File: src/sv/tfb_pkg.sv
// Package for the telemetry frame builder: frame constants, state and byte-list types.
// No dependencies; imported by tfb_item_calc and telemetry_frame_builder.
`timescale 1ns / 1ps

package tfb_pkg;

    localparam int unsigned MAX_WAVE_ELEMENTS = 125;
    localparam int unsigned SENSOR_ELEMENTS   = 6;

    // Five header bytes, four data bytes and the checksum.
    localparam int unsigned MAX_BYTES = 10;

    localparam logic [7:0] HDR_BYTE    = 8'hAA;
    localparam logic [7:0] CODE_WAVE   = 8'hF1;
    localparam logic [7:0] CODE_SENSOR = 8'hF2;

    localparam logic FUNC_WAVE   = 1'b0;
    localparam logic FUNC_SENSOR = 1'b1;

    localparam logic [1:0] CFG_SENDER = 2'd0;
    localparam logic [1:0] CFG_TARGET = 2'd1;
    localparam logic [1:0] CFG_SCALE  = 2'd2;

    localparam logic [6:0] MAX_WAVE_COUNT = 7'(MAX_WAVE_ELEMENTS);
    localparam logic [6:0] SENSOR_COUNT   = 7'(SENSOR_ELEMENTS);
    localparam logic [7:0] SENSOR_LENGTH  = 8'((SENSOR_ELEMENTS * 4) % 256);

    typedef struct packed {
        logic       in_frame;
        logic       frame_kind;
        logic [6:0] elements_left;
        logic [7:0] running_sum;
    } t_frame_state;

    typedef logic [MAX_BYTES-1:0][7:0] t_byte_list;

endpackage

File: src/sv/telemetry_frame_builder.sv
// Top level of the telemetry frame builder: input stage, byte shifter, frame state.
// Depends on tfb_pkg and tfb_item_calc.
`timescale 1ns / 1ps

// Telemetry frame builder. Each accepted element is turned into its frame bytes
// (header 0xAA, sender, target, function code and length on a start element, then
// two waveform or four sensor bytes, then the additive checksum when the frame
// closes) and those bytes leave one per output transfer, with o_frame_end set on
// the checksum. Each byte an element produces takes one output transfer, so the
// single byte output is what limits the element rate: a waveform element carries two
// data bytes and a sensor element four, plus any header and checksum bytes. The
// input register takes a new element while the previous one's bytes are still
// draining, and elements outside a frame are dropped with no output. The sensor
// multiply (Q16.16 value times sensor_scale) is done as the element is captured.
// Configuration writes take effect at once and are meant for idle periods only.
module telemetry_frame_builder (
    input  logic        i_clk,
    input  logic        i_rst_n,
    // Element input channel
    input  logic        i_valid,
    output logic        o_stall,
    input  logic        i_func,
    input  logic        i_frame_start,
    input  logic [6:0]  i_element_count,
    input  logic [15:0] i_wave_sample,
    input  logic signed [31:0] i_sensor_value,
    // Byte output channel
    output logic        o_valid,
    input  logic        i_stall,
    output logic [7:0]  o_out_byte,
    output logic        o_frame_end,
    // Configuration write port
    input  logic        i_cfg_we,
    input  logic [1:0]  i_cfg_idx,
    input  logic [15:0] i_cfg_data
);
    import tfb_pkg::*;

    // Configuration registers
    logic [7:0]  r_sender_address;
    logic [7:0]  r_target_address;
    logic [15:0] r_sensor_scale;

    // Input stage
    logic        r_a_valid;
    logic        r_a_func;
    logic        r_a_start;
    logic [6:0]  r_a_count;
    logic [15:0] r_a_sample;
    logic [47:0] r_a_prod;

    // Output shifter
    logic        r_b_valid;
    t_byte_list  r_b_bytes;
    logic [3:0]  r_b_left;
    logic        r_b_end;

    t_frame_state r_st;
    t_frame_state n_st;

    t_byte_list   calc_bytes;
    logic [3:0]   calc_cnt;
    logic         calc_closes;

    logic         in_take;
    logic         out_take;
    logic         out_last;
    logic         a_move;
    logic signed [48:0] prod_full;

    assign out_take = r_b_valid && !i_stall;
    assign out_last = out_take && (r_b_left == 4'd1);
    // Hand the captured element over once the shifter is empty or drains this cycle.
    assign a_move   = r_a_valid && (!r_b_valid || out_last);
    assign o_stall  = r_a_valid && !a_move;
    assign in_take  = i_valid && !o_stall;

    assign prod_full = i_sensor_value * $signed({1'b0, r_sensor_scale});

    tfb_item_calc u_calc (
        .i_func           (r_a_func),
        .i_frame_start    (r_a_start),
        .i_element_count  (r_a_count),
        .i_wave_sample    (r_a_sample),
        .i_product        (r_a_prod),
        .i_sender_address (r_sender_address),
        .i_target_address (r_target_address),
        .i_state          (r_st),
        .o_bytes          (calc_bytes),
        .o_byte_cnt       (calc_cnt),
        .o_closes         (calc_closes),
        .o_state          (n_st)
    );

    // Configuration writes
    always_ff @(posedge i_clk) begin
        if (!i_rst_n) begin
            r_sender_address <= 8'd0;
            r_target_address <= 8'd0;
            r_sensor_scale   <= 16'd1;
        end else if (i_cfg_we) begin
            unique case (i_cfg_idx)
                CFG_SENDER: r_sender_address <= i_cfg_data[7:0];
                CFG_TARGET: r_target_address <= i_cfg_data[7:0];
                CFG_SCALE:  r_sensor_scale   <= i_cfg_data;
                default:    ;
            endcase
        end
    end

    // Capture an element; the product is registered before any further arithmetic.
    always_ff @(posedge i_clk) begin
        if (!i_rst_n) begin
            r_a_valid <= 1'b0;
        end else if (in_take) begin
            r_a_valid <= 1'b1;
        end else if (a_move) begin
            r_a_valid <= 1'b0;
        end
    end

    always_ff @(posedge i_clk) begin
        if (in_take) begin
            r_a_func   <= i_func;
            r_a_start  <= i_frame_start;
            r_a_count  <= i_element_count;
            r_a_sample <= i_wave_sample;
            r_a_prod   <= prod_full[47:0];
        end
    end

    // Frame state advances as each element moves into the shifter.
    always_ff @(posedge i_clk) begin
        if (!i_rst_n) begin
            r_st <= '0;
        end else if (a_move) begin
            r_st <= n_st;
        end
    end

    // Load the byte list, or shift one byte out per transfer.
    always_ff @(posedge i_clk) begin
        if (!i_rst_n) begin
            r_b_valid <= 1'b0;
            r_b_left  <= 4'd0;
        end else if (a_move && (calc_cnt != 4'd0)) begin
            r_b_valid <= 1'b1;
            r_b_left  <= calc_cnt;
        end else if (out_last) begin
            r_b_valid <= 1'b0;
            r_b_left  <= 4'd0;
        end else if (out_take) begin
            r_b_left  <= r_b_left - 4'd1;
        end
    end

    always_ff @(posedge i_clk) begin
        if (a_move && (calc_cnt != 4'd0)) begin
            r_b_bytes <= calc_bytes;
            r_b_end   <= calc_closes;
        end else if (out_take) begin
            r_b_bytes <= {8'd0, r_b_bytes[MAX_BYTES-1:1]};
        end
    end

    assign o_valid     = r_b_valid;
    assign o_out_byte  = r_b_bytes[0];
    assign o_frame_end = r_b_valid && r_b_end && (r_b_left == 4'd1);

    // A shown byte always has a count behind it.
    a_valid_has_bytes: assert property (@(posedge i_clk) disable iff (!i_rst_n)
        r_b_valid |-> (r_b_left != 4'd0))
        else $error("output valid with empty byte count");

    // The checksum marker falls only on the last byte of a list.
    a_end_on_last: assert property (@(posedge i_clk) disable iff (!i_rst_n)
        o_frame_end |-> (r_b_left == 4'd1))
        else $error("frame end on a byte that is not last");

    // An open frame always has elements still to come.
    a_open_frame_left: assert property (@(posedge i_clk) disable iff (!i_rst_n)
        r_st.in_frame |-> (r_st.elements_left != 7'd0))
        else $error("open frame with no elements left");

    // A stalled input stage keeps its element.
    a_stall_holds: assert property (@(posedge i_clk) disable iff (!i_rst_n)
        o_stall |=> r_a_valid)
        else $error("input element lost while stalled");

    // A closed frame leaves the running sum cleared.
    a_sum_cleared: assert property (@(posedge i_clk) disable iff (!i_rst_n)
        (a_move && calc_closes) |=> (r_st.running_sum == 8'd0 && !r_st.in_frame))
        else $error("frame closed without clearing state");

endmodule

File: src/sv/tfb_item_calc.sv
// Per-element byte generation: header, data bytes, checksum and next frame state.
// Depends on tfb_pkg.
`timescale 1ns / 1ps

module tfb_item_calc (
    input  logic                i_func,
    input  logic                i_frame_start,
    input  logic [6:0]          i_element_count,
    input  logic [15:0]         i_wave_sample,
    input  logic [47:0]         i_product,
    input  logic [7:0]          i_sender_address,
    input  logic [7:0]          i_target_address,
    input  tfb_pkg::t_frame_state i_state,
    output tfb_pkg::t_byte_list o_bytes,
    output logic [3:0]          o_byte_cnt,
    output logic                o_closes,
    output tfb_pkg::t_frame_state o_state
);
    import tfb_pkg::*;

    logic [31:0] scaled;
    logic [6:0]  clamped;
    logic [6:0]  left;
    logic [7:0]  sum;
    logic [3:0]  pos;
    logic        kind;
    logic        emit_data;
    logic        close;

    // Q16.16 times scale, truncated toward zero; the 48-bit product always fits int32
    // after the shift, so no saturation is reachable.
    always_comb begin
        scaled = i_product[47:16];
        if (i_product[47] && (i_product[15:0] != 16'd0)) begin
            scaled = i_product[47:16] + 32'd1;
        end
    end

    assign clamped = (i_element_count > MAX_WAVE_COUNT) ? MAX_WAVE_COUNT : i_element_count;

    always_comb begin
        o_bytes   = '0;
        o_state   = i_state;
        pos       = 4'd0;
        sum       = i_state.running_sum;
        left      = i_state.elements_left;
        kind      = i_state.frame_kind;
        emit_data = 1'b0;
        close     = 1'b0;

        if (i_frame_start) begin
            sum  = 8'd0;
            kind = i_func;
            o_bytes[pos] = HDR_BYTE;         sum = sum + HDR_BYTE;         pos = pos + 4'd1;
            o_bytes[pos] = i_sender_address; sum = sum + i_sender_address; pos = pos + 4'd1;
            o_bytes[pos] = i_target_address; sum = sum + i_target_address; pos = pos + 4'd1;
            if (i_func == FUNC_WAVE) begin
                o_bytes[pos] = CODE_WAVE;        sum = sum + CODE_WAVE;        pos = pos + 4'd1;
                o_bytes[pos] = {clamped, 1'b0};  sum = sum + {clamped, 1'b0};  pos = pos + 4'd1;
                left = clamped;
            end else begin
                o_bytes[pos] = CODE_SENSOR;   sum = sum + CODE_SENSOR;   pos = pos + 4'd1;
                o_bytes[pos] = SENSOR_LENGTH; sum = sum + SENSOR_LENGTH; pos = pos + 4'd1;
                left = SENSOR_COUNT;
            end
            if (left == 7'd0) begin
                close = 1'b1;
            end else begin
                emit_data = 1'b1;
            end
        end else if (i_state.in_frame) begin
            emit_data = 1'b1;
        end

        if (emit_data) begin
            if (kind == FUNC_WAVE) begin
                o_bytes[pos] = i_wave_sample[15:8]; sum = sum + i_wave_sample[15:8];
                pos = pos + 4'd1;
                o_bytes[pos] = i_wave_sample[7:0];  sum = sum + i_wave_sample[7:0];
                pos = pos + 4'd1;
            end else begin
                o_bytes[pos] = scaled[31:24]; sum = sum + scaled[31:24]; pos = pos + 4'd1;
                o_bytes[pos] = scaled[23:16]; sum = sum + scaled[23:16]; pos = pos + 4'd1;
                o_bytes[pos] = scaled[15:8];  sum = sum + scaled[15:8];  pos = pos + 4'd1;
                o_bytes[pos] = scaled[7:0];   sum = sum + scaled[7:0];   pos = pos + 4'd1;
            end
            left = left - 7'd1;
            if (left == 7'd0) begin
                close = 1'b1;
            end
        end

        if (i_frame_start || i_state.in_frame) begin
            o_state.frame_kind = kind;
            if (close) begin
                o_bytes[pos]          = sum;
                pos                   = pos + 4'd1;
                o_state.in_frame      = 1'b0;
                o_state.elements_left = 7'd0;
                o_state.running_sum   = 8'd0;
            end else begin
                o_state.in_frame      = 1'b1;
                o_state.elements_left = left;
                o_state.running_sum   = sum;
            end
        end

        o_byte_cnt = pos;
        o_closes   = close;
    end

endmodule

File: config.mk
export PLATFORM = sky130hd
export DESIGN_NAME = telemetry_frame_builder
export DESIGN_NICKNAME = d
export VERILOG_FILES = /design/src/sv/tfb_pkg.sv /design/src/sv/telemetry_frame_builder.sv /design/src/sv/tfb_item_calc.sv
export SDC_FILE = /design/constraint.sdc
export NUM_CORES = 2
export LEC_CHECK = 0
export BUFFER_PORTS_ARGS = -buffer_cell sky130_fd_sc_hd__buf_2
export CAP_MARGIN = 20
export CORE_ASPECT_RATIO = 0.7
export CORE_UTILIZATION = 32
export CTS_CLUSTER_DIAMETER = 40
export CTS_CLUSTER_SIZE = 40
export DETAILED_ROUTE_END_ITERATION = 10
export PLACE_DENSITY_LB_ADDON = 0.08
export SLEW_MARGIN = 20
export SYNTH_ARGS = -nofsm -noshare
export SYNTH_HDL_FRONTEND = slang
export SYNTH_HIERARCHICAL = 1
export SYNTH_SLANG_ARGS = --single-unit
File: constraint.sdc
create_clock -name i_clk -period 20.1 [get_ports i_clk]
set_input_delay 2.01 -clock i_clk [delete_from_list [all_inputs] [get_ports i_clk]]
set_output_delay 2.01 -clock i_clk [all_outputs]
set_load 0.03 [all_outputs]
# After elaboration in Yosys (flattened, before gate mapping)
# Cells that the tools add are included.
[word_totals]
regBits = 209
in_bits = 80
out_inout_bits = 11
word_cells = 151
[op_classes]
addsub = 20
multipliers = 1
magnitude_cmp = 11
n_eq_ne = 3
muxes = 57
reduce_logical = 33
[ops]
columns = ["cell", "n"]
rows = [
  ["80-bit bitwise mux", 7],
  ["80-bit 2-to-1 mux", 6],
  ["8-bit demux with 4-bit select", 5],
  ["8-bit 2-to-1 mux", 9],
  ["8-bit adder", 8],
  ["32-bit by 17-bit multiplier with 48-bit output", 1],
  ["40-bit 2-to-1 mux", 1],
  ["7-bit 2-to-1 mux", 5],
  ["32-bit by 1-bit adder with 32-bit output, second input constant", 1],
  ["32-bit 2-to-1 mux", 1],
  ["4-bit 2-to-1 mux", 7],
  ["4-bit by 5-bit less-than comparator with 1-bit output, second input constant", 4],
  ["4-bit by 1-bit adder with 4-bit output, second input constant", 4],
  ["8-bit adder, second input constant", 2],
  ["4-bit by 1-bit greater-or-equal comparator with 1-bit output, second input constant", 4],
  ["16-bit 2-to-1 mux", 1],
  ["16-bit nonzero test", 1],
  ["15-bit 2-to-1 mux", 1],
  ["1-bit logical AND", 14],
  ["7-bit logical NOT", 2],
  ["1-bit 2-to-1 mux", 13],
  ["8-bit by 5-bit adder with 8-bit output, second input constant", 1],
  ["8-bit adder, first input constant", 1],
  ["2-bit AND reduction", 4],
  ["other kinds (16)", 22],
]

# Depth between registers and ports, before layout
[depth]
ltp_word = 16
ltp_mapped = 31
depth_no_buf = 31

# Modules after synthesis
# The synthesis kept the hierarchy.
[modules_own_cells]
columns = ["mod", "instances", "cells_each", "area_each_um2", "seq_area_each_um2"]
rows = [
  ["telemetry_frame_builder", 1, 2565, 25839.8, 5725.5],
  ["tfb_item_calc", 1, 698, 4693.3, 0.0],
]

# Least setup slack after synthesis
# Ideal clock, no wire load.
[synth_path]
kind = "input -> register"
from = "input port i_sensor_value[7]"
to = "register r_a_prod[47] (data pin)"
setup_ps = 190
arrival_time_ps = 7925
t_required_ps = 19910
slack_ps = 11985
cell_stages = 23
path_buffers = 2
path_cell_list = "clkbuf_1 and2_1 fa_1 inv_1 fa_1 fa_1 inv_1 fa_1 fa_1 inv_1 fa_1 inv_1 ha_1 buf_6 a21o_1 o21bai_1 a311o_1 a31o_4 a31oi_4 o41ai_4 a41oi_4 o221ai_2 a2111oi_2"
[synth_between]
elab_chain_cells = 1
[synth_lines]
columns = ["item", "line", "rtl"]
rows = [
  ["from (decl)", "telemetry_frame_builder.sv:26", "input logic signed [31:0] i_sensor_value,"],
  ["32-bit by 17-bit multiplier with 48-bit output", "telemetry_frame_builder.sv:78", "assign prod_full = i_sensor_value * $signed({1'b0, r_sensor_scale});"],
  ["named net prod_full[47]", "telemetry_frame_builder.sv:69", "logic signed [48:0] prod_full;"],
  ["to (signal assigned)", "telemetry_frame_builder.sv:128", "r_a_prod <= prod_full[47:0];"],
  ["to (decl)", "telemetry_frame_builder.sv:50", "logic [47:0] r_a_prod;"],
]
# The timed path passes the listed nets, and every way through them passes these cells.
# A chain may end at the register's enable or synchronous reset.

# Worst setup path after layout
[layout_path]
from = "input port i_sensor_value[15]"
to = "register r_a_prod[38] (data pin)"
# Same word-level chain as after synthesis.

==> impl_metrics.py <==
metrics = {
    "timing": {
        "rsz0062_at_grt": "false",
        "fin_setup_tns_ns": 0,
        "fmax_mhz": 122,
        "maxSlewHeadroom": 0.188,
        "fin_skew_ns": 0.0368,
        "drv_slew": 0,
        "period_needed_ns": 8.18,
        "hold_viol_final": 0,
        "finalCritPeriodShare": 0.407,
        "setup_viol": 0,
        "tightest_slew_ns": 1.22,
    },
    "drt": {
        "num_vias": 22600,
        "drc": 0,
        "routedWlPerCell_um": 21.6,
        "postRouteWirelength_mm": 98.0,
        "firstDrtPassIters": 5,
        "postRouteAntennaNets": 0,
        "routed_via_density": 4.99,
        "drt-initial-drc-count": 1566,
    },
    "placement": {
        "numPortBuffers": 90,
        "hpwl_mm": 76.6,
        "dp.cells": 4477,
        "gp_congestion": 0.935,
    },
    "worst_setup_path": {
        "cp_max_fo": 16,
        "required_ns": 20.42,
        "critPathLaunchType": "primary input",
        "worst_setup_path_end_kind": "register",
        "critPathArrivalTime_ns": 8.50,
        "crit_type": "in -> reg",
    },
    "synth": {
        "synth_edf_count": 154,
        "syn_avg_cell_area_um2": 9.36,
        "syn_area_um2": 30500,
        "ys_warn_count": 6,
        "synthCells": 3263,
        "synth_nets": 4020,
        "synth.distinct_cells": 87,
        "async_flop_share": 0,
        "ys.flop_type": "edfxtp_1",
        "yosysSeqAreaShare": 0.188,
        "ys_seq_elements": 209,
    },
    "clock_network": {
        "clk_latency_ns": 0.60,
        "numClockSinks": 209,
        "ctsResizeCount": 0,
        "cts-root-buf": "clkbuf_16",
        "clk_pin_slew_ns": 0.06,
        "cts_tree": "yes",
        "post_cts_buffers": 0,
        "cts_hold_buf": 0,
        "cts_made_buffers": 28,
        "clk_path_buf_depth": 3,
        "htreeDepth": 1,
    },
    "floorplanning": {
        "rows": 94,
        "initial_core_util": 0.324,
        "core-area_um2": 94200,
        "die_h_um": 260,
        "die_x_um": 371,
        "dieArea_um2": 96700,
        "ios": 91,
    },
    "global_route": {
        "grt_pass1_vias": 24200,
        "grt_max_degree": 81,
        "grt_overflow": 0,
        "grt_pass1_wl_mm": 153,
        "grtUsageTotal": 0.209,
        "antenna_found_initial": 2,
    },
    "outcome": {
        "status": "completed",
    },
    "worst_hold_path": {
        "hold_path.class": "reg -> reg",
    },
    "power_and_ir_drop": {
        "seq_power_share": 0.207,
        "pwr-share-clk": 0.165,
        "comb_power_share": 0.629,
        "power_leakage_uw": 0.0152,
        "p_int_uw": 1600,
        "switchingPower_uw": 1500,
        "switching_share": 0.483,
        "ir_worst_vdd_mv": 0.155,
        "p_per_area_nw_per_um2": 93.5,
    },
    "run": {
        "drv_cap": 0,
    },
    "finish": {
        "final_layout_size_suffix_gt1_frac": 0.0841,
        "nFillCells": 9724,
        "syn_to_final_growth_pct": 8.47,
        "stdcell_count": 4531,
        "utilization": 0.352,
        "nNetsFinal": 4016,
    },
}
[stage by stage]
step	area, µm²	worst slack, ns	power [µW]	hold slack, ns
after floorplan	30500	11.99	1990	0.443
after global placement	32200	11.19	2550	0.454
after detailed placement	32200	11.39	2560	0.463
after CTS	33100	12.01	3100	0.472
after global routing	33100	11.57	3380	0.491
final	33100	11.92	3100	0.473
[layer usage]
layer / track usage / vias to the layer above / routed length [µm]
li1: - / 10200 / -
met1: 0.326 / 11700 / 50100
met2: 0.306 / 635 / 40600
met3: 0.0326 / 101 / 5990
met4: 0.0271 / 0 / 1280
met5: 0 / - / 0
[cells by family (layout without fill, tap and decap cells)]
kind of cell | after synthesis | after routing | share of synthesized area
adders and majority gates | 677 | 677 | 0.404
xor gates and xnor gates | 117 | 117 | 0.0343
and+or+nand+nor | 955 | 955 | 0.152
buffers and inverters | 832 | 850 | 0.104
other | 0 | 2 | 0
muxes | 101 | 101 | 0.0361
DFF | 209 | 209 | 0.188
AOI/OAI and AO/OA | 372 | 372 | 0.0824
[cell usage after synthesis (6+ instances only)]
| cell | count | area, µm² |
|---|---|---|
| buf_2 | 8 | 40.0 |
| a21o_1 | 26 | 195 |
| fa_1 | 514 | 10300 |
| o221ai_1 | 9 | 78.8 |
| and3_1 | 10 | 62.6 |
| o31ai_1 | 6 | 45.0 |
| edfxtp_1 | 154 | 4620 |
| nand3_1 | 34 | 170 |
| xor2_1 | 33 | 289 |
| and2_1 | 248 | 1550 |
| nor2b_1 | 28 | 175 |
| mux2i_1 | 27 | 270 |
| xnor2_1 | 82 | 718 |
| o21ai_0 | 78 | 390 |
| mux2_2 | 74 | 833 |
| ha_1 | 163 | 2040 |
| o21a_1 | 9 | 67.6 |
| inv_1 | 680 | 2550 |
| nor3_1 | 29 | 145 |
| dfxtp_1 | 55 | 1100 |
| a21boi_0 | 35 | 263 |
| nor2_1 | 113 | 424 |
| clkbuf_1 | 128 | 480 |
| a211oi_1 | 12 | 90.1 |
| nand2_1 | 426 | 1600 |
| o22ai_1 | 19 | 119 |
| buf_4 | 9 | 67.6 |
| o21bai_1 | 17 | 128 |
| a21oi_1 | 92 | 460 |
| a221oi_1 | 6 | 52.6 |
| nand4_1 | 15 | 93.8 |
| nand2b_1 | 6 | 37.5 |
| nor4_1 | 14 | 87.6 |
[power by group through the flow]
| stage | Clock, µW | Combinational [µW] | Sequential (µW) |
|---|---|---|---|
| after floorplan | 0 | 1370 | 620 |
| after global placement | 0 | 1910 | 649 |
| final | 510 | 1950 | 640 |
| after global routing | 544 | 2180 | 650 |
| after CTS | 528 | 1940 | 641 |
| after detailed placement | 0 | 1920 | 650 |
[registers in the layout, indices dropped and copies added (netlist names)]
register	count
r_b_end	1
r_a_valid	1
r_sender_address	8
r_st	17
r_a_prod	48
r_a_start	1
r_sensor_scale	16
r_a_func	1
r_a_sample	16
r_b_left	4
r_target_address	8
o_valid	1
o_out_byte	8
r_a_count	7
r_b_bytes	72
[area by class of cell]
type | count | area (µm²) | share of cell area
Multi-Input combinational cell | 2222 | 21700 | 0.654
Sequential cell | 209 | 5740 | 0.173
Inverter | 682 | 2560 | 0.0773
Tap cell | 1248 | 1560 | 0.0471
Clock buffer | 29 | 704 | 0.0213
Timing Repair Buffer | 116 | 649 | 0.0196
Clock inverter | 23 | 244 | 0.00737
Antenna cell | 2 | 5.00 | 0.000151
[final timing paths]
path / endpoint / slack (ns) / cells after the start / start
max: r_a_prod[38] / 11.92 / 21 / i_sensor_value[15]
min: r_st[4] / 0.47 / 2 / r_st[4]
min reg2reg: r_st[4] / 0.47 / 2 / r_st[4]
max reg2reg: r_b_bytes[15] / 12.19 / 23 / r_a_prod[47]
[cells in the final DEF (no fill, tap or decap), types with 8 or more instances in the layout]
master     count
o21a_1         9
nand3_1       34
nand4_1       15
mux2_2        74
ha_1         163
xnor2_1       82
nor2b_1       27
o21bai_1      17
xor2_1        33
nand2_1      426
clkbuf_16     28
a21o_1        26
inv_6          8
and3_1        10
o21ai_0       76
inv_1        680
dfxtp_1       47
and2_1       248
o221ai_1       9
nor2_1       112
fa_1         514
buf_2         90
a21oi_1       92
dfxtp_2        8
a21boi_0      35
edfxtp_1     154
o22ai_1       19
nor4_1        14
nor3_1        29
a211oi_1      12
mux2i_1       27
buf_4         25
[critical path, stage by stage]
cell	delay (ns)
buf_2	0.23
and2_1	0.24
fa_1	0.54
inv_1	0.06
fa_1	0.53
fa_1	0.52
inv_1	0.05
fa_1	0.46
fa_1	0.55
inv_1	0.06
fa_1	0.56
inv_1	0.06
ha_1	0.37
and2_1	0.24
a311o_1	0.33
a221o_1	0.38
a21boi_0	0.41
a21oi_1	0.21
or3_1	0.39
a21oi_1	0.19
xnor2_1	0.09
Power figures use the tool's default switching activity.
